==> src/hw/rtl/fnsa_pkg.sv <==
package fnsa_pkg;

    // Field widths of the sample and point transactions
    localparam int SAMPLE_FIELD_W = 8;
    localparam int ROW_W          = 6;
    localparam int COL_W          = 6;
    localparam int AVG_W          = 10;

    // Configuration port
    localparam int CFG_DATA_W  = 6;
    localparam int CFG_INDEX_W = 1;

    typedef enum logic [CFG_INDEX_W-1:0] {
        REG_INTERIOR_ROWS = 1'b0,
        REG_INTERIOR_COLS = 1'b1
    } cfg_reg_t;

    localparam logic [CFG_DATA_W-1:0] INTERIOR_RESET = 6'd62;

    // Row counter parks here, one row below the largest window row (63)
    localparam int ROW_CNT_W = 7;
    localparam logic [ROW_CNT_W-1:0] ROW_CAP = 7'd64;

    // Largest neighbor sum for an 8-bit sample
    localparam logic [AVG_W-1:0] AVG_MAX = 10'd1020;

    typedef struct packed {
        logic [ROW_W-1:0] point_row;
        logic [COL_W-1:0] point_col;
        logic [AVG_W-1:0] average_quarters;
        logic             last_point;
    } point_t;

endpackage

==> src/hw/rtl/fnsa_channels.sv <==
interface fnsa_in_if;
    logic                                valid;
    logic                                ready;
    logic [fnsa_pkg::SAMPLE_FIELD_W-1:0] grid_sample;
    logic                                frame_start;

    modport source (output valid, output grid_sample, output frame_start, input ready);
    modport sink (input valid, input grid_sample, input frame_start, output ready);
endinterface

interface fnsa_out_if;
    logic                       valid;
    logic                       ready;
    logic [fnsa_pkg::ROW_W-1:0] point_row;
    logic [fnsa_pkg::COL_W-1:0] point_col;
    logic [fnsa_pkg::AVG_W-1:0] average_quarters;
    logic                       last_point;

    modport source (output valid, output point_row, output point_col,
                    output average_quarters, output last_point, input ready);
    modport sink (input valid, input point_row, input point_col,
                  input average_quarters, input last_point, output ready);
endinterface

==> src/hw/rtl/fnsa_cell.sv <==
module fnsa_cell #(
    parameter int W = 8
) (
    input  logic         clk,
    input  logic         shift_en,
    input  logic [W-1:0] d,
    output logic [W-1:0] q
);

    logic [W-1:0] data_reg;

    always_ff @(posedge clk)
    begin
        if (shift_en)
        begin
            data_reg <= d;
        end
    end

    assign q = data_reg;

endmodule

==> src/hw/rtl/fnsa_chain.sv <==
module fnsa_chain #(
    parameter int DEPTH = 128,
    parameter int W     = 8
) (
    input  logic                    clk,
    input  logic                    shift_en,
    input  logic [W-1:0]            d,
    output logic [DEPTH-1:0][W-1:0] taps
);

    // Cell k holds the sample taken k+1 transactions ago
    for (genvar k = 0; k < DEPTH; k++)
    begin : g_cell
        if (k == 0)
        begin : g_head
            fnsa_cell #(.W(W)) u_cell (
                .clk      (clk),
                .shift_en (shift_en),
                .d        (d),
                .q        (taps[k])
            );
        end
        else
        begin : g_body
            fnsa_cell #(.W(W)) u_cell (
                .clk      (clk),
                .shift_en (shift_en),
                .d        (taps[k-1]),
                .q        (taps[k])
            );
        end
    end

endmodule

==> src/hw/rtl/fnsa_out_buf.sv <==
module fnsa_out_buf (
    input  logic              clk,
    input  logic              rst_n,
    input  logic              push,
    input  fnsa_pkg::point_t  push_item,
    output logic              can_push,
    fnsa_out_if.source        out
);

    fnsa_pkg::point_t main_reg;
    fnsa_pkg::point_t skid_reg;
    logic             main_valid_reg;
    logic             skid_valid_reg;
    logic             pop;
    logic             load_main;

    assign pop       = main_valid_reg && out.ready;
    assign load_main = !main_valid_reg || pop;
    assign can_push  = !skid_valid_reg;

    always_ff @(posedge clk or negedge rst_n)
    begin
        if (!rst_n)
        begin
            main_valid_reg <= 1'b0;
            skid_valid_reg <= 1'b0;
        end
        else if (skid_valid_reg)
        begin
            if (pop)
            begin
                skid_valid_reg <= 1'b0;
            end
        end
        else if (load_main)
        begin
            main_valid_reg <= push;
        end
        else if (push)
        begin
            skid_valid_reg <= 1'b1;
        end
    end

    always_ff @(posedge clk)
    begin
        if (skid_valid_reg)
        begin
            if (pop)
            begin
                main_reg <= skid_reg;
            end
        end
        else if (load_main)
        begin
            if (push)
            begin
                main_reg <= push_item;
            end
        end
        else if (push)
        begin
            skid_reg <= push_item;
        end
    end

    assign out.valid            = main_valid_reg;
    assign out.point_row        = main_reg.point_row;
    assign out.point_col        = main_reg.point_col;
    assign out.average_quarters = main_reg.average_quarters;
    assign out.last_point       = main_reg.last_point;

endmodule

==> src/hw/rtl/four_neighbor_stencil_average_unit.sv <==
// Output: a point is formed as the sample one row below it is taken, then registered.
// Throughput: one sample per cycle; the sample port stays ready while a single
//   finished point waits downstream and drops only when a second one is held.
// Reset: rst_n is asynchronous, active low; clears positions, output valids and
//   sets both window registers to 62. The delay line is not cleared.
module four_neighbor_stencil_average_unit #(
    parameter int GRID_WIDTH  = 64,
    parameter int SAMPLE_BITS = 8
) (
    input  logic                                clk,
    input  logic                                rst_n,
    fnsa_in_if.sink                             samples,
    fnsa_out_if.source                          points,
    input  logic                                cfg_we,
    input  logic [fnsa_pkg::CFG_INDEX_W-1:0]    cfg_index,
    input  logic [fnsa_pkg::CFG_DATA_W-1:0]     cfg_data
);

    // Stored sample width: the field carries at most 8 bits
    localparam int SW = (SAMPLE_BITS < fnsa_pkg::SAMPLE_FIELD_W) ?
                        SAMPLE_BITS : fnsa_pkg::SAMPLE_FIELD_W;
    localparam int CW = $clog2(GRID_WIDTH);
    // Compare width for columns against the 6-bit window register
    localparam int LW = (CW > fnsa_pkg::COL_W) ? CW : fnsa_pkg::COL_W;
    localparam int DEPTH   = 2 * GRID_WIDTH;
    localparam int COL_CAP = GRID_WIDTH - 2;

    // ---------------------------------------------------------------
    // Window registers
    // ---------------------------------------------------------------
    logic [fnsa_pkg::CFG_DATA_W-1:0] interior_rows_reg;
    logic [fnsa_pkg::CFG_DATA_W-1:0] interior_cols_reg;

    always_ff @(posedge clk or negedge rst_n)
    begin
        if (!rst_n)
        begin
            interior_rows_reg <= fnsa_pkg::INTERIOR_RESET;
            interior_cols_reg <= fnsa_pkg::INTERIOR_RESET;
        end
        else if (cfg_we)
        begin
            unique case (fnsa_pkg::cfg_reg_t'(cfg_index))
                fnsa_pkg::REG_INTERIOR_ROWS: interior_rows_reg <= cfg_data;
                fnsa_pkg::REG_INTERIOR_COLS: interior_cols_reg <= cfg_data;
                default: ;
            endcase
        end
    end

    // ---------------------------------------------------------------
    // Raster position of the incoming sample
    // ---------------------------------------------------------------
    logic [fnsa_pkg::ROW_CNT_W-1:0] row_reg, row_next;
    logic [CW-1:0]                  col_reg, col_next;
    logic [fnsa_pkg::ROW_CNT_W-1:0] r_cur;
    logic [CW-1:0]                  c_cur;
    logic                           accept;
    logic                           can_push;

    assign samples.ready = can_push;
    assign accept        = samples.valid && can_push;

    // frame_start puts this very sample at the origin
    assign r_cur = samples.frame_start ? '0 : row_reg;
    assign c_cur = samples.frame_start ? '0 : col_reg;

    always_comb
    begin
        row_next = r_cur;
        col_next = c_cur + CW'(1);
        if (c_cur == CW'(GRID_WIDTH - 1))
        begin
            col_next = '0;
            if (r_cur < fnsa_pkg::ROW_CAP)
            begin
                row_next = r_cur + fnsa_pkg::ROW_CNT_W'(1);
            end
        end
    end

    always_ff @(posedge clk or negedge rst_n)
    begin
        if (!rst_n)
        begin
            row_reg <= '0;
            col_reg <= '0;
        end
        else if (accept)
        begin
            row_reg <= row_next;
            col_reg <= col_next;
        end
    end

    // ---------------------------------------------------------------
    // Two-row delay line. Within one frame, relative to the sample at
    // (r, c): right neighbor (r-1, c+1) is GRID_WIDTH-1 transactions back,
    // left (r-1, c-1) is GRID_WIDTH+1 back, up (r-2, c) is 2*GRID_WIDTH back.
    // ---------------------------------------------------------------
    logic [SW-1:0]            down_s;
    logic [DEPTH-1:0][SW-1:0] taps;

    assign down_s = samples.grid_sample[SW-1:0];

    fnsa_chain #(.DEPTH(DEPTH), .W(SW)) u_chain (
        .clk      (clk),
        .shift_en (accept),
        .d        (down_s),
        .taps     (taps)
    );

    logic [SW-1:0] right_s, left_s, up_s;

    assign right_s = taps[GRID_WIDTH-2];
    assign left_s  = taps[GRID_WIDTH];
    assign up_s    = taps[DEPTH-1];

    // ---------------------------------------------------------------
    // Window test and neighbor sum for point (r-1, c)
    // ---------------------------------------------------------------
    logic [LW-1:0]                  c_ext, col_limit;
    logic [fnsa_pkg::ROW_CNT_W-1:0] r_pt;
    logic [fnsa_pkg::ROW_CNT_W-1:0] rows_ext;
    logic                           emit;
    logic                           last;
    logic [SW+1:0]                  sum;
    fnsa_pkg::point_t               item;

    assign c_ext    = LW'(c_cur);
    assign r_pt     = r_cur - fnsa_pkg::ROW_CNT_W'(1);
    assign rows_ext = fnsa_pkg::ROW_CNT_W'(interior_rows_reg);

    // Narrow grids clip the column window so a right neighbor exists
    always_comb
    begin
        col_limit = LW'(interior_cols_reg);
        if (col_limit > LW'(COL_CAP))
        begin
            col_limit = LW'(COL_CAP);
        end
    end

    assign emit = (r_cur >= fnsa_pkg::ROW_CNT_W'(2)) && (r_pt <= rows_ext) &&
                  (c_ext != '0) && (c_ext <= col_limit);
    assign last = (r_pt == rows_ext) && (c_ext == col_limit);

    assign sum = (SW+2)'(up_s) + (SW+2)'(left_s) + (SW+2)'(right_s) + (SW+2)'(down_s);

    always_comb
    begin
        item.point_row        = r_pt[fnsa_pkg::ROW_W-1:0];
        item.point_col        = c_ext[fnsa_pkg::COL_W-1:0];
        item.average_quarters = fnsa_pkg::AVG_W'(sum);
        item.last_point       = last;
    end

    // Output register plus skid stage
    fnsa_out_buf u_out_buf (
        .clk       (clk),
        .rst_n     (rst_n),
        .push      (accept && emit),
        .push_item (item),
        .can_push  (can_push),
        .out       (points)
    );

endmodule

==> src/flat_wrapper.sv <==
// flat-port wrapper written by rule: the top's interface ports become plain ports
module four_neighbor_stencil_average_unit_flat 
#(
    parameter int GRID_WIDTH  = 64,
    parameter int SAMPLE_BITS = 8
)
  (clk, rst_n, cfg_we, cfg_index, cfg_data, samples_valid, samples_grid_sample, samples_frame_start, samples_ready, points_valid, points_point_row, points_point_col, points_average_quarters, points_last_point, points_ready);
  fnsa_in_if samples_i ();
  fnsa_out_if points_i ();
  input  logic clk;
  input  logic rst_n;
  input  logic cfg_we;
  input  logic [fnsa_pkg::CFG_INDEX_W-1:0] cfg_index;
  input  logic [fnsa_pkg::CFG_DATA_W-1:0] cfg_data;
  input wire logic [$bits(samples_i.valid)-1:0] samples_valid;
  input wire logic [$bits(samples_i.grid_sample)-1:0] samples_grid_sample;
  input wire logic [$bits(samples_i.frame_start)-1:0] samples_frame_start;
  output wire logic [$bits(samples_i.ready)-1:0] samples_ready;
  output wire logic [$bits(points_i.valid)-1:0] points_valid;
  output wire logic [$bits(points_i.point_row)-1:0] points_point_row;
  output wire logic [$bits(points_i.point_col)-1:0] points_point_col;
  output wire logic [$bits(points_i.average_quarters)-1:0] points_average_quarters;
  output wire logic [$bits(points_i.last_point)-1:0] points_last_point;
  input wire logic [$bits(points_i.ready)-1:0] points_ready;
  assign samples_i.valid = samples_valid;
  assign samples_i.grid_sample = samples_grid_sample;
  assign samples_i.frame_start = samples_frame_start;
  assign samples_ready = samples_i.ready;
  assign points_valid = points_i.valid;
  assign points_point_row = points_i.point_row;
  assign points_point_col = points_i.point_col;
  assign points_average_quarters = points_i.average_quarters;
  assign points_last_point = points_i.last_point;
  assign points_i.ready = points_ready;
  four_neighbor_stencil_average_unit #(.GRID_WIDTH(GRID_WIDTH), .SAMPLE_BITS(SAMPLE_BITS)) u_core (.clk(clk), .rst_n(rst_n), .samples(samples_i), .points(points_i), .cfg_we(cfg_we), .cfg_index(cfg_index), .cfg_data(cfg_data));
endmodule
==> config.mk <==
export PLATFORM = sky130hd
export DESIGN_NAME = four_neighbor_stencil_average_unit_flat
export DESIGN_NICKNAME = d
export VERILOG_FILES = /design/src/hw/rtl/fnsa_pkg.sv /design/src/hw/rtl/fnsa_channels.sv /design/src/hw/rtl/fnsa_cell.sv /design/src/hw/rtl/fnsa_chain.sv /design/src/hw/rtl/fnsa_out_buf.sv /design/src/hw/rtl/four_neighbor_stencil_average_unit.sv /design/src/flat_wrapper.sv
export SDC_FILE = /design/constraint.sdc
export NUM_CORES = 1
export LEC_CHECK = 0
export BUFFER_PORTS_ARGS = -buffer_cell sky130_fd_sc_hd__buf_4
export CORE_ASPECT_RATIO = 1.2
export CORE_MARGIN = 2
export CORE_UTILIZATION = 66
export CTS_CLUSTER_DIAMETER = 40
export DETAILED_ROUTE_END_ITERATION = 10
export PLACE_DENSITY_LB_ADDON = 0.1
export REMOVE_ABC_BUFFERS = 1
export SLEW_MARGIN = 20
export SYNTH_ARGS = -nofsm -noshare
export SYNTH_HDL_FRONTEND = slang
export SYNTH_SLANG_ARGS = --single-unit
==> constraint.sdc <==
create_clock -name clk -period 72.1 [get_ports clk]
set_input_delay 10.815 -clock clk [delete_from_list [all_inputs] [get_ports clk]]
set_output_delay 10.815 -clock clk [all_outputs]
set_load 0.005 [all_outputs]
### Word-level counts from Yosys, hierarchy flattened

Cells that the tools add are included.

| word-level totals | value |
|---|---|
| register bits after elaboration | 1097 |
| bits in read-only memories | 0 |
| memories | 0 |
| word-level logic and storage cells | 192 |
| output and inout port bits | 25 |
| latch bits | 0 |
| memory bits (writable) | 0 |

| cells by class | value |
|---|---|
| reduce and logical (&&, ||, !) cells | 18 |
| $add $sub $neg | 6 |
| bitwise gates (word level) | 3 |
| $lt $le $gt $ge | 5 |
| divide/modulo/power cells | 0 |
| $mul | 0 |
| shift operators | 0 |
| mux-type cells | 14 |
| equality and inequality tests | 4 |

Operators with widths:

| kind | number |
|---|---|
| $mux W23 | 4 |
| $mux W7 | 3 |
| $add A10 B8 Y10 | 2 |
| $mux W6 | 3 |
| $add A8 B8 Y9 | 1 |
| $add A7 B1 Y7 const B | 1 |
| $eq A7 B6 Y1 | 1 |
| $ge A7 B2 Y1 const B | 1 |
| $le A7 B6 Y1 | 1 |
| $logic_and A1 B1 Y1 | 7 |
| $lt A7 B7 Y1 const B | 1 |
| $sub A7 B1 Y7 const B | 1 |
| $add A6 B1 Y6 const B | 1 |
| $eq A6 B6 Y1 | 1 |
| $eq A6 B6 Y1 const B | 1 |
| $gt A6 B6 Y1 const B | 1 |
| $le A6 B6 Y1 | 1 |
| $reduce_and A2 Y1 | 3 |
| $reduce_and A3 Y1 | 2 |
| $reduce_bool A6 Y1 | 1 |
| $mux W1 | 4 |
| $reduce_bool A2 Y1 | 2 |
| $not A1 Y1 | 3 |
| $logic_not A1 Y1 | 2 |
| other kinds (2) | 2 |

### Depth between registers and ports, before layout

Gate-level depths: netlist of the first run.

| logic depth | value |
|---|---|
| depth in word-level cells | 10 |
| gate-level depth with buffers | 15 |

### By module

A second synthesis of the first run with hierarchy kept.

| unflattened totals | value |
|---|---|
| cells, all modules | 1375 |
| area, all modules | 34993.6 um^2 |

Modules (own cells, without submodules):

| module | area each (um^2) | instances | cells an instance | sequential area each (um^2) |
|---|---|---|---|---|
| fnsa_cell | 240.2 | 128 | 8 | 240.2 |
| four_neighbor_stencil_average_unit | 2442.3 | 1 | 268 | 638.1 |
| fnsa_out_buf | 1801.7 | 1 | 83 | 1431.4 |

### Worst setup path before layout of the first run

OpenSTA, ideal clock, no wires.

| timing path | value |
|---|---|
| path kind | in2reg |
| start | in samples_valid |
| end | reg u_core.row_reg[6] in the netlist's numbering |
| library setup time | 683 ps |
| slack | 34570 ps |
| arrival time | 36847 ps |
| cell stages on the path | 5 |
| cells stage by stage | nand2_1 > clkinv_1 > and3_1 > a31oi_1 > a21oi_1 |

| on the way | value |
|---|---|
| cells in the longest elaborated chain, start to end | 1 |

Ends and longest elaborated chain:

| element | RTL line | text |
|---|---|---|
| from (decl) | flat_wrapper.sv:15 | `input wire logic [$bits(samples_i.valid)-1:0] samples_valid;` |
| $logic_and A1 B1 Y1 | four_neighbor_stencil_average_unit.sv:62 | `assign accept = samples.valid && can_push;` |
| via u_core.accept | four_neighbor_stencil_average_unit.sv:58 | `logic accept;` |
| to (signal assigned) | four_neighbor_stencil_average_unit.sv:91 | `row_reg <= row_next;` |
| to (decl) | four_neighbor_stencil_average_unit.sv:54 | `logic [fnsa_pkg::ROW_CNT_W-1:0] row_reg, row_next;` |

The timed path passes the listed nets, and every way through them passes these cells.
A chain may end at the register's enable or synchronous reset.

### Worst setup path after layout of the first run

| timing path | value |
|---|---|
| start | in samples_valid |
| end | reg u_core.u_chain.g_cell[58].g_body.u_cell.data_reg[6] (enable) |

| on the way | value |
|---|---|
| cells in the longest elaborated chain, start to end | 1 |

Ends and longest elaborated chain:

| element | RTL line | text |
|---|---|---|
| $logic_and A1 B1 Y1 | four_neighbor_stencil_average_unit.sv:62 |  |
| via u_core.accept | four_neighbor_stencil_average_unit.sv:58 |  |
| to (signal assigned) | fnsa_cell.sv:16 | `data_reg <= d;` |
| to (decl) | fnsa_cell.sv:10 | `logic [W-1:0] data_reg;` |

The timed path passes the listed nets, and every way through them passes these cells.

==> results.txt, run 1 <==
The routed via count divided by cell count is 5.46, and the CTS sink count is 1097. The tools report the arrival time at the worst endpoint as 14.29 ns. The final design instance area without fill came out at 39900 µm². Setup total negative slack on the finished layout was measured at 0 ns. The run finished with clean final reports. Timing would allow up to 0.0714 GHz.

Row generation in the floorplan step produced 92 rows. Yosys mapped a number of flops with a built-in enable equal to 1070. For this block, the initial DRC count from the detailed router was 1277. Of all flip-flops after synthesis, the portion carrying an async set or reset was 2.46%. No sink is reached through more buffers than the 3 on the longest clock path.

Detailed placement ended at an HPWL of 20200 µm. The wire length of the first global-routing pass was 72100 µm. After synthesis, flip-flops and latches occupy 93.6% of the total area. Cell area reported after detailed placement: 36300 µm². The largest total area in the synthesized netlist belongs to edfxtp_1. For this design the ratio of total power to cell area is 32.2 nW/µm². The number of antenna diodes in the final layout is 0. Dividing the final minimum period by the clock period gives 19.4%. The register with the most flip-flops in the layout has 1016 of them. The run gives 0 as the final hold violation count. The critical path goes through buf_4, nand2_1, inv_8, buf_12, buf_16, buf_12, buf_16. The count of distinct cell types in the synthesized netlist was 50; the synthesized instance count was 1430. The total of warnings raised by yosys is 0. Minimum clock period: 14.01 ns. Critical path endpoint category: a register. The run gives 72.38 ns as the data required time of the worst path. The tools report the startpoint type of the worst setup path as an input pin. Cells with a size suffix above 1 make up 15.7% of the layout.

Routability-driven placement finished with a final weighted congestion of 0.799. The area share of the largest cell type after synthesis is 91.6%, and the max-cap check violation count is 0. In this run the worst hold path is classified as reg -> reg.

For this run, the number of standard cells in the final layout without fillers is 2377. Most used flip-flop cell after synthesis: edfxtp_1. The first-pass detailed-route iteration total was 6; the final setup skew was 0.0196 ns.

The slowest cell on the critical path is inv_8. After synthesis, the cell types taking the most area are edfxtp_1 92%, dfrtp_1 1.2%, ha_1 1.1%, dfstp_2 0.75%, mux2_2 0.64%. The post-placement cell count was 2177; the vertical die dimension was 256 µm. Once the floorplan was initialized, standard cells occupied 66.8% of the core. In the routed design, unresolved DRC markers number 0. The total overflow left after global routing is 0. Across the VDD grid, the largest voltage drop is 0.0000260 V.

In this run the post-CTS setup repair buffer count came out at 0. The number of clock buffers added by TritonCTS is 106. The final layout contains 1643 nets. Input and output buffers added on the ports amount to 45. After floorplanning, the core was sized to cover 52500 µm². For the pin with the worst max-slew slack, the measured transition is 1.05 ns. Before CTS, the worst setup slack after placement is 57.53 ns.

Dividing the detail-routed wire length by the instance count gives 19.8 µm. In the synthesized netlist, the cells that appear most often are 1070 x edfxtp_1, 48 x inv_1, 40 x nand2_1. In this design, the stage delay of the slowest critical-path cell is 0.72 ns.

Setup slack on the critical path of the routed design comes to 58.09 ns. The initial antenna violation count came out at 1. Summed over all layers, the routed wires come to 47000 µm. The worst relative slew slack is 29.7%, and the die footprint is 55000 µm².

The hold-fix buffer count after cts came out at 0. In this run the clock root is driven by a clkbuf_16. For this design the static power due to leakage is 12.0 nW. 46 I/O pins were placed. In the post-synthesis netlist, the cell with the most instances is edfxtp_1.

The logs give 13000 for the via count of the first global-routing pass and 35100 µm² for the combined area of all synthesized cells. Critical setup path kind: in -> reg. The H-tree generated during clock tree synthesis spans 3 levels. The tools report the utilization after layout as 76.0%. Global routing used 17.2% of the available tracks across all layers. The maximum number of pins on one net before global-route repair came out at 234.

After clock tree synthesis, the clock-pin slew on the worst setup and hold paths is 0.07 ns. The number of flip-flops and latches in the synthesized netlist works out to 1097. The run gives 0 as the max-slew violation count.

The number of gates resized after cts is 0. The die is 214 µm wide. For the source-to-sink clock delay at the later pin of the worst-skew pair, the log shows 0.66 ns. Setup repair after global routing left no endpoint under its margin.

TritonCTS built the clock tree. Along the worst path, the maximum fanout reaches 147. Compared with the post-synthesis result, the final layout area differs by 13.7%.

Setup violations remaining at the end of the flow were counted as 0. The average cell area after synthesis works out to 24.5 µm². The tools report the post-route antenna net violation count as 0. The detailed router placed 13000 vias in this run.
-- cell type report --
type / count / area (µm²)
clock inverter: 73 / 747
multi-input combinational: 270 / 2010
tap: 705 / 882
clock buffer: 125 / 2720
fill: 2819 / 12600
inverter: 50 / 195
timing repair buffer: 57 / 500
sequential: 1097 / 32800
-- layer usage --
metal / GRT usage, % / vias to the layer above / part of all wire [%]
li1: - / 5948 / -
met1: 27.4 / 6632 / 50
met2: 24.3 / 309 / 44
met3: 3.35 / 80 / 4.6
met4: 6.60 / 2 / 2.2
met5: 0 / - / 0.028
-- where the power goes --
part / leakage [nW] / switching [mW] / internal [mW]
Clock: 1.68 / 0.235 / 0.308
Sequential: 8.92 / 0.00521 / 0.715
Combinational: 1.38 / 0.0156 / 0.00507
-- critical path, delay by kind of cell --
family / cells / cell delay (ns)
AND/OR/NAND/NOR: 1 / 0.43
buffers and inverters: 6 / 2.74
-- kinds of logic after synthesis --
group / synth area share [%]
DFF: 93.6
and+or+nand+nor: 1.69
AOI/OAI and AO/OA: 1.38
buffers and inverters: 0.678
adders and majority gates: 1.64
muxes: 0.742
xor gates and xnor gates: 0.275
-- cell usage in the layout, fill, tap and decap left out, drive strengths merged, types with 2 or more instances in the layout --
cell type  Yosys  layout
edfxtp      1070    1070
clkbuf        11     125
inv           49      63
buf            2      57
clkinv         1      44
nand2         40      40
ha            30      30
o21ai         27      27
nor2          23      23
mux2          21      21
a21oi         20      20
dfrtp         17      17
fa            10      10
dfstp         10      10
nor2b          9       9
o31ai          9       9
bufinv         0       9
nor3           8       8
xor2           7       7
nand3          7       7
clkinvlp       0       7
nand2b         6       6
nand3b         5       5
a21boi         5       5
xnor2          4       4
or3            4       4
nand4          4       4
a211oi         3       3
o21a           3       3
a21o           3       3
and3           3       3
nor4           2       2
mux2i          2       2
a31oi          2       2
or4            2       2
-- per-stage QoR --
| step | power, mW | hold slack [ns] |
|---|---|---|
| after floorplan | 0.771 | 0.400 |
| after global placement | 0.752 | 0.401 |
| final | 1.28 | 0.403 |
| after detailed placement | 0.753 | 0.405 |
| after global routing | 1.32 | 0.413 |
| after CTS | 1.30 | 0.405 |
-- final timing paths --
check,cells after the start,startpoint,slack [ns],to
setup / recovery,7,samples_valid,58.09,u_core.u_chain.g_cell[58].g_body.u_cell.q[6]
hold / removal,0,u_core.u_chain.g_cell[21].g_body.u_cell.q[2],0.40,u_core.u_chain.g_cell[22].g_body.u_cell.q[2]
setup reg to reg,8,u_core.u_out_buf.skid_valid_reg,67.26,u_core.u_chain.g_cell[58].g_body.u_cell.q[6]
hold reg to reg,0,u_core.u_chain.g_cell[21].g_body.u_cell.q[2],0.40,u_core.u_chain.g_cell[22].g_body.u_cell.q[2]
max in group asynchronous,1,rst_n,61.70,u_core.interior_cols_reg[4]
min in group asynchronous,1,rst_n,10.08,u_core.interior_rows_reg[0]
Note: power is estimated with default switching activity, not from simulation.
==> run 2: changes to the inputs <==
--- a/config.mk
+++ b/config.mk
@@ -8,7 +8,7 @@
 export BUFFER_PORTS_ARGS = -buffer_cell sky130_fd_sc_hd__buf_4
 export CORE_ASPECT_RATIO = 1.2
 export CORE_MARGIN = 2
-export CORE_UTILIZATION = 66
+export CORE_UTILIZATION = 61
 export CTS_CLUSTER_DIAMETER = 40
 export DETAILED_ROUTE_END_ITERATION = 10
 export PLACE_DENSITY_LB_ADDON = 0.1
==> constraint.sdc (replaced) <==
create_clock -name clk -period 13 [get_ports clk]
set_input_delay 1.95 -clock clk [delete_from_list [all_inputs] [get_ports clk]]
set_output_delay 1.95 -clock clk [all_outputs]
set_load 0.005 [all_outputs]
==> run 2 against run 1 <==
  * Global-route usage is 1.9 points lower
  * Sequential power rose to 5.5 times the previous value
  * Final cell count rose by 1.9%
  * Largest cell class unchanged
  * Largest power group unchanged
==> results.txt, run 2 (same netlist as run 1, synthesis figures left out) <==
The run finished with clean final reports. The tools report the critical path endpoint category as a register (unchanged). After layout, the worst path uses 39.2% of the clock period.

The remaining routing DRC violations is 0 (unchanged), and the routed via count is 12900 (was 13000). The tools report the count of fill cells added during filler insertion as 3306 (was 2819). TritonCTS built the clock tree. The power density normalized to cell area came out at 183 nW/µm² (was 32.2 nW/µm²). For the data required time of the worst path, the log shows 13.26 ns (was 72.38 ns).

The routed via count divided by cell count came out at 5.31 (was 5.46). The smallest hold slack came out at 0.411 ns (was 0.403 ns). The logs give 15.3% (was 17.2%) for the global-route usage over all layers and 8.00 ns (was 67.26 ns) for the register-to-register setup slack.

The layout overhead on the synthesized area is 14.9% (was 13.7%), and the largest vdd supply drop is 0.000186 V (was 0.0000260 V). The number of nets at the end of the flow is 1649 (was 1643), and the routed wirelength normalized by instance count is 18.5 µm (was 19.8 µm). The CTS sink count came out at 1097 (unchanged). Boundary pin count: 46 (unchanged). The worst slack at placement is 7.23 ns (was 57.53 ns). The initial core utilization was 61.5% (was 66.8%). The logs give 0.196 GHz for the maximum clock frequency and 1295 (was 1277) for the number of design-rule violations left by the first detailed-router iteration. The detailed placer's ending HPWL was 21000 µm (was 20200 µm); the vertical die dimension was 267 µm (was 256 µm). The run gives 30.6% (was 29.7%) as the worst relative slew slack. The flip-flop count of the largest register, all copies and words added is 1016 (unchanged).

The run gives 7.91 ns (was 58.09 ns) as the worst-case setup margin in the final layout. The tools report the worst min-delay path startpoint as u_core.u_chain.g_cell[74].g_body.u_cell.q[7] (was u_core.u_chain.g_cell[21].g_body.u_cell.q[2]). The count of input and output buffers came out at 45 (unchanged). The run gives 0 ns (unchanged) as the final total negative setup slack.

The most common cell after layout, fill and taps aside was edfxtp_1 (unchanged). The largest fanout on the critical path was 134 (was 147). The arrival time at the worst endpoint was 5.35 ns (was 14.29 ns). Cell area reported after detailed placement: 36400 µm² (was 36300 µm²).

For the hold-fix buffer count after cts, the log shows 0 (unchanged). The clock transition time at the flip-flop clock pins of the worst setup and hold paths came out at 0.06 ns (was 0.07 ns). The tools report the end point of the worst hold path as u_core.u_chain.g_cell[75].g_body.u_cell.q[7] (was u_core.u_chain.g_cell[22].g_body.u_cell.q[2]). Counting I/O delays and the setup requirement, the final critical path takes 5.09 ns.

The via count of the first global-routing pass came out at 12600 (was 13000). The tools report the final hold violation count as 0 (unchanged). For the max-cap check violation count, the log shows 0 (unchanged). For the count of final setup violators, the log shows 0 (unchanged). Setup repair after global routing left no endpoint under its margin.

The wire length after detailed routing was 44800 µm (was 47000 µm); the transition time at the pin with the least slew margin was 1.04 ns (was 1.05 ns). The critical setup path kind was in -> reg (unchanged). The maximum number of pins on one net before global-route repair is 225 (was 234), and the level count of the clock H-tree is 3 (unchanged).

The placeable core region was 57100 µm² (was 52500 µm²); the post-route antenna net violation count was 0 (unchanged). The setup fix buffers added after clock tree synthesis was 0 (unchanged); the initial antenna violation count was 0 (was 1). The row count came out at 96 (was 92). For the number of clock buffers inserted by TritonCTS, the log shows 113 (was 106). The run gives 7.36 mW (was 1.28 mW) as the post-layout total power. The tools report the antenna cell count as 0 (unchanged).

The tools report the reg-to-reg endpoint as u_core.u_chain.g_cell[44].g_body.u_cell.q[0] (was u_core.u_chain.g_cell[58].g_body.u_cell.q[6]). Max-slew violation count: 0 (unchanged). The final design instance area without fill was 40300 µm² (was 39900 µm²); the die outline width was 223 µm (was 214 µm). The type of the most critical hold path was reg -> reg (unchanged). The number of instances on the worst hold path is 0 (unchanged), and the source-to-sink clock delay at the later pin of the worst-skew pair is 0.66 ns (about the same). The tools report the worst flop-to-flop path startpoint as u_core.u_out_buf.skid_valid_reg (unchanged). Cell count of the worst reg-to-reg path: 6 (was 8). Wire length of the first global-routing pass: 69900 µm (was 72100 µm). The number of gates resized after cts is 0 (unchanged), and the fraction of layout instances using a drive strength above 1 is 16.7% (was 15.7%). The tools report the maximum count of clock buffers along a single path as 3 (unchanged). Master cell of the clock root buffer: clkbuf_16 (unchanged). The tools report the standby leakage power as 12.1 nW (was 12.0 nW). The final setup skew came out at 0.0148 ns (was 0.0196 ns). The startpoint type of the worst setup path was an input pin (unchanged). Placer congestion estimate: 0.805 (was 0.799). The die footprint was 59400 µm² (was 55000 µm²); the total congestion overflow was 0 (unchanged). For the first-pass detailed-route iteration total, the log shows 5 (was 6). Most frequent cells in the layout: 1070 x edfxtp_1, 113 x clkbuf_16, 52 x buf_4 (was 1070 x edfxtp_1, 106 x clkbuf_16, 51 x buf_4).
## run 2: cell count changes in the layout (fill, tap and decap cells not counted), sizes merged
| cell | change |
|---|---|
| buf | -1 |
| bufinv | +5 |
| clkbuf | +3 |
| clkinv | +4 |
| clkinvlp | +4 |
| inv | -1 |
## run 2: power breakdown
group	leakage, nW	switching (mW)	internal [mW]
Combinational	1.36	0.0866	0.0269
Clock	1.86	1.34	1.91
Sequential	8.93	0.0255	3.96
Total	12.1	1.46	5.90
## run 2: worst max-delay path by stage
stage                                                from                                            to  slack (ns)  depth (start not counted)
after global placement                      samples_valid  u_core.u_chain.g_cell[25].g_body.u_cell.q[2]        7.40                          5
after floorplan                             samples_valid                             u_core.row_reg[6]      -15.87                          5
final                                       samples_valid  u_core.u_chain.g_cell[44].g_body.u_cell.q[0]        7.91                          6
after CTS                                   samples_valid  u_core.u_chain.g_cell[80].g_body.u_cell.q[3]        7.99                          5
after global routing      u_core.u_out_buf.skid_valid_reg  u_core.u_chain.g_cell[42].g_body.u_cell.q[0]        7.57                          6
after detailed placement                    samples_valid  u_core.u_chain.g_cell[24].g_body.u_cell.q[2]        7.23                          5
## run 2: final cells by class
cell class / instances / area, µm² / area share (%)
inverters: 50 / 195 / 0.484
clock buffers: 128 / 2880 / 7.16
multi-input cells: 270 / 2020 / 5.01
flip-flops and latches: 1097 / 32800 / 81.4
clock inverters: 85 / 1010 / 2.50
repair buffers: 56 / 460 / 1.14
well taps: 735 / 920 / 2.28
## run 2: per-layer routing
metal / share of wire, % / GRT usage (%) / up-vias
met5: 0 / 0 / -
li1: - / - / 5964
met3: 4.3 / 3.12 / 91
met1: 51 / 25.2 / 6527
met2: 42 / 20.0 / 268
met4: 2.6 / 6.58 / 0
## run 2: critical path, cell delays in order
cell and delay (ns):
buf_4 0.07, nand2_1 0.43, inv_8 0.80, buf_12 0.46, buf_16 0.51, buf_4 0.88
## run 2: stage by stage
stage          utilization, %  cells
5_1_grt                  70.6   2421
2_1_floorplan               -   1417
3_5_place_dp             63.8   2207
3_3_place_gp             63.8   2207
4_1_cts                  70.6   2420
6_report                 70.6   2421
==> run 3: changes to the inputs <==
==> constraint.sdc (replaced) <==
create_clock -name clk -period 4.9 [get_ports clk]
set_input_delay 0.735 -clock clk [delete_from_list [all_inputs] [get_ports clk]]
set_output_delay 0.735 -clock clk [all_outputs]
set_load 0.005 [all_outputs]
==> run 3 against run 2 <==
  * Clock skew grew 0.0010 ns
  * Sequential share of layout area up 0.20 points
  * Design area fell by 0.25%
  * Worst hold slack lost 0.13 ns
  * Core utilization decreased by 0.18 points
  * First-iteration DRC count down 6.2%
  * Clock power rose to 2.5 times the previous value
  * Sequential power grew to 2.7 times the previous value
  * Register-to-register slack lost 7.1 ns
  * Global-route usage up 0.12 points
  * Non-clock buffer count grew 11
  * Die area unchanged
  * Critical path type is now reg -> reg
==> results.txt, run 3 (same netlist as run 1, synthesis figures left out) <==
The number of clock buffers inserted by TritonCTS was 111 (was 113). The max-cap check violation count is 0 (unchanged), and the fraction of layout instances using a drive strength above 1 is 16.7% (about the same). The count of final setup violators is 0 (unchanged), and the power density normalized to cell area is 474 nW/µm² (was 183 nW/µm²). The boundary pin count came out at 46 (unchanged). The met1 usage in global routing is 24.9% (was 25.2%), and the antenna cell count is 0 (unchanged). The cell count along the critical path was 15 (was 6). The layout overhead on the synthesized area is 14.7% (was 14.9%). The tools report the utilization after layout as 70.5% (was 70.6%).

For the number of design-rule violations left by the first detailed-router iteration, the log shows 1215 (was 1295). The standby leakage power is 12.1 nW (about the same). The logs give 0 (unchanged) for the initial antenna violation count and 0.868 ns (was 7.91 ns) for the worst-case setup margin in the final layout.

Cell chain of the critical path: ha_1, inv_1, fa_1, nor2b_1, o21ai_0, a21oi_1, nand2b_1, fa_1, inv_1, ha_1, o21ai_0, o21ai_0, a2111oi_0, o21a_1, o31ai_1 (was buf_4, nand2_1, inv_8, buf_12, buf_16, buf_4). The met3 track demand over resource in global routing is 3.19% (was 3.12%), and the routed wirelength normalized by instance count is 18.5 µm (about the same). The run gives 125 (was 225) as the maximum number of pins on one net before global-route repair. The post-route antenna net violation count came out at 0 (unchanged). The transition time at the pin with the least slew margin is 0.876 ns (was 1.04 ns), and the worst relative slew slack is 41.6% (was 30.6%). The total congestion overflow is 0 (unchanged), and the remaining routing DRC violations is 0 (unchanged). Master cell of the clock root buffer: clkbuf_16 (unchanged). The CTS sink count came out at 1097 (unchanged). The slowest cell on the critical path was a2111oi_0 (was buf_4). The wire length after detailed routing is 44900 µm (was 44800 µm), and the cell count of the worst reg-to-reg path is 15 (was 6). The max-slew violation count came out at 0 (unchanged).

The final hold violation count was 0 (unchanged). The most common cell after layout, fill and taps aside was edfxtp_1 (unchanged). The tools report the startpoint type of the worst setup path as a register (was an input pin).

TritonCTS built the clock tree. The run finished with clean final reports. The global-route usage over all layers is 15.4% (was 15.3%), and the largest fanout on the critical path is 3 (was 134). Critical path endpoint category: a register (unchanged). The data required time of the worst path was 5.26 ns (was 13.26 ns). The placer congestion estimate is 0.835 (was 0.805).

After layout, the worst path uses 82.3% of the clock period. The largest vdd supply drop is 0.000477 V (was 0.000186 V). Type of the most critical hold path: in -> reg (was reg -> reg).

The worst slack at placement is 0.912 ns (was 7.23 ns), and the source-to-sink clock delay at the later pin of the worst-skew pair is 0.64 ns (was 0.66 ns). For the arrival time at the worst endpoint, the log shows 4.39 ns (was 5.35 ns). The die footprint was 59400 µm² (unchanged); the final total negative setup slack was 0 ns (unchanged). The tools report the final setup skew as 0.0158 ns (was 0.0148 ns). Cell type group with the largest total delay on the critical path: compound AO/OA/AOI/OAI gates (was buffers and inverters). Setup repair after global routing left no endpoint under its margin. For the via count of the first global-routing pass, the log shows 12800 (was 12600). The capture point of the critical path was u_core.u_out_buf.out.average_quarters[8] (was u_core.u_chain.g_cell[44].g_body.u_cell.q[0]). The logs give 20.9% (was 20.0%) for the met2 track utilization from global routing and 13100 (was 12900) for the routed via count. Count of buffering cells on the critical path with inverters included: 2 (was 5). The tools report the worst flop-to-flop path startpoint as u_core.u_chain.g_cell[64].g_body.u_cell.q[0] (was u_core.u_out_buf.skid_valid_reg). The vertical die dimension was 267 µm (unchanged); the number of nets at the end of the flow was 1658 (was 1649). The clock transition time at the flip-flop clock pins of the worst setup and hold paths was 0.06 ns (about the same); the routed via count divided by cell count was 5.40 (was 5.31). The maximum clock frequency came out at 0.248 GHz. The maximum cell stage delay along the critical path was 0.71 ns (was 0.88 ns); the smallest hold slack was 0.278 ns (was 0.411 ns). For the placeable core region, the log shows 57100 µm² (unchanged). The worst min-delay path startpoint is samples_grid_sample[1] (was u_core.u_chain.g_cell[74].g_body.u_cell.q[7]).

The first-pass detailed-route iteration total came out at 5 (unchanged). Most frequent cells in the layout: 1070 x edfxtp_1, 112 x clkbuf_16, 56 x buf_4 (was 1070 x edfxtp_1, 113 x clkbuf_16, 52 x buf_4). The count of input and output buffers is 45 (unchanged), and the number of gates resized after cts is 0 (unchanged).

The level count of the clock H-tree is 3 (unchanged), and the detailed placer's ending HPWL is 21500 µm (was 21000 µm). The maximum count of clock buffers along a single path is 3 (unchanged). Minimum clock period: 4.03 ns. The reg-to-reg endpoint is u_core.u_out_buf.out.average_quarters[8] (was u_core.u_chain.g_cell[44].g_body.u_cell.q[0]). Cell seen most often among critical-path stages: o21ai_0 (was buf_4). The flip-flop count of the largest register, all copies and words added works out to 1016 (unchanged).

The initial core utilization was 61.5% (unchanged). The tools report the row count as 96 (unchanged). The run gives 71100 µm (was 69900 µm) as the wire length of the first global-routing pass. The highest-utilization routing layer at the global route stage was met1 (unchanged).

The die outline width works out to 223 µm (unchanged). Start point of the critical path: u_core.u_chain.g_cell[64].g_body.u_cell.q[0] (was samples_valid). Register-to-register setup slack: 0.87 ns (was 8.00 ns). The critical setup path kind was reg -> reg (was in -> reg).
==> run 3: how the worst min path moves through the flow <==
stage	cells past startpoint	slack (ns)	endpoint
after detailed placement	0	0.40	u_core.u_chain.g_cell[100].g_body.u_cell.q[0]
final	1	0.28	u_core.u_chain.g_cell[0].g_head.u_cell.q[1]
after floorplan	0	0.40	u_core.u_chain.g_cell[100].g_body.u_cell.q[0]
after global placement	0	0.40	u_core.u_chain.g_cell[64].g_body.u_cell.q[3]
after global routing	1	0.25	u_core.u_chain.g_cell[0].g_head.u_cell.q[1]
after CTS	1	0.24	u_core.u_chain.g_cell[0].g_head.u_cell.q[1]
==> run 3: per-layer routing <==
metal / wire length, µm / share of wire, %
met1: 22700 / 51
met2: 19000 / 42
met3: 2090 / 4.7
met4: 1050 / 2.3
met5: 0 / 0
==> run 3: layout make-up <==
type / instances / area (µm²)
clock buffers: 127 / 2870
repair buffers: 67 / 631
multi-input cells: 270 / 2010
flip-flops and latches: 1097 / 32800
clock inverters: 83 / 758
fillers: 3305 / 16800
well taps: 735 / 920
inverters: 50 / 195
==> run 3: timing repair <==
action | CTS | global route
endpoints found under the hold margin | 17 | 0
setup buffers | 0 | 0
hold buffers | 1 | 0
==> run 3: through the flow <==
stage	std cells	power, mW	cell area, µm²
floorplan	1417	11.3	35000
global route	2429	19.7	40200
CTS	2429	19.3	40200
global placement	2218	11.1	36600
detailed placement	2218	11.1	36600
finish	2429	19.0	40200
==> run 3: report_power, final <==
| part | internal (mW) | switching [mW] | total [mW] |
|---|---|---|---|
| Combinational | 0.0853 | 0.237 | 0.323 |
| Clock | 4.69 | 3.46 | 8.14 |
| Sequential | 10.5 | 0.0683 | 10.6 |
==> run 3: worst reg2reg max path, delay by kind of cell, from the launching register on <==
kind | cells | cell delay, ns
AOI/OAI and AO/OA | 7 | 1.59
adders and majority gates | 4 | 1.35
buffers and inverters | 2 | 0.15
DFF | 1 | 0.36
and+or+nand+nor | 2 | 0.30
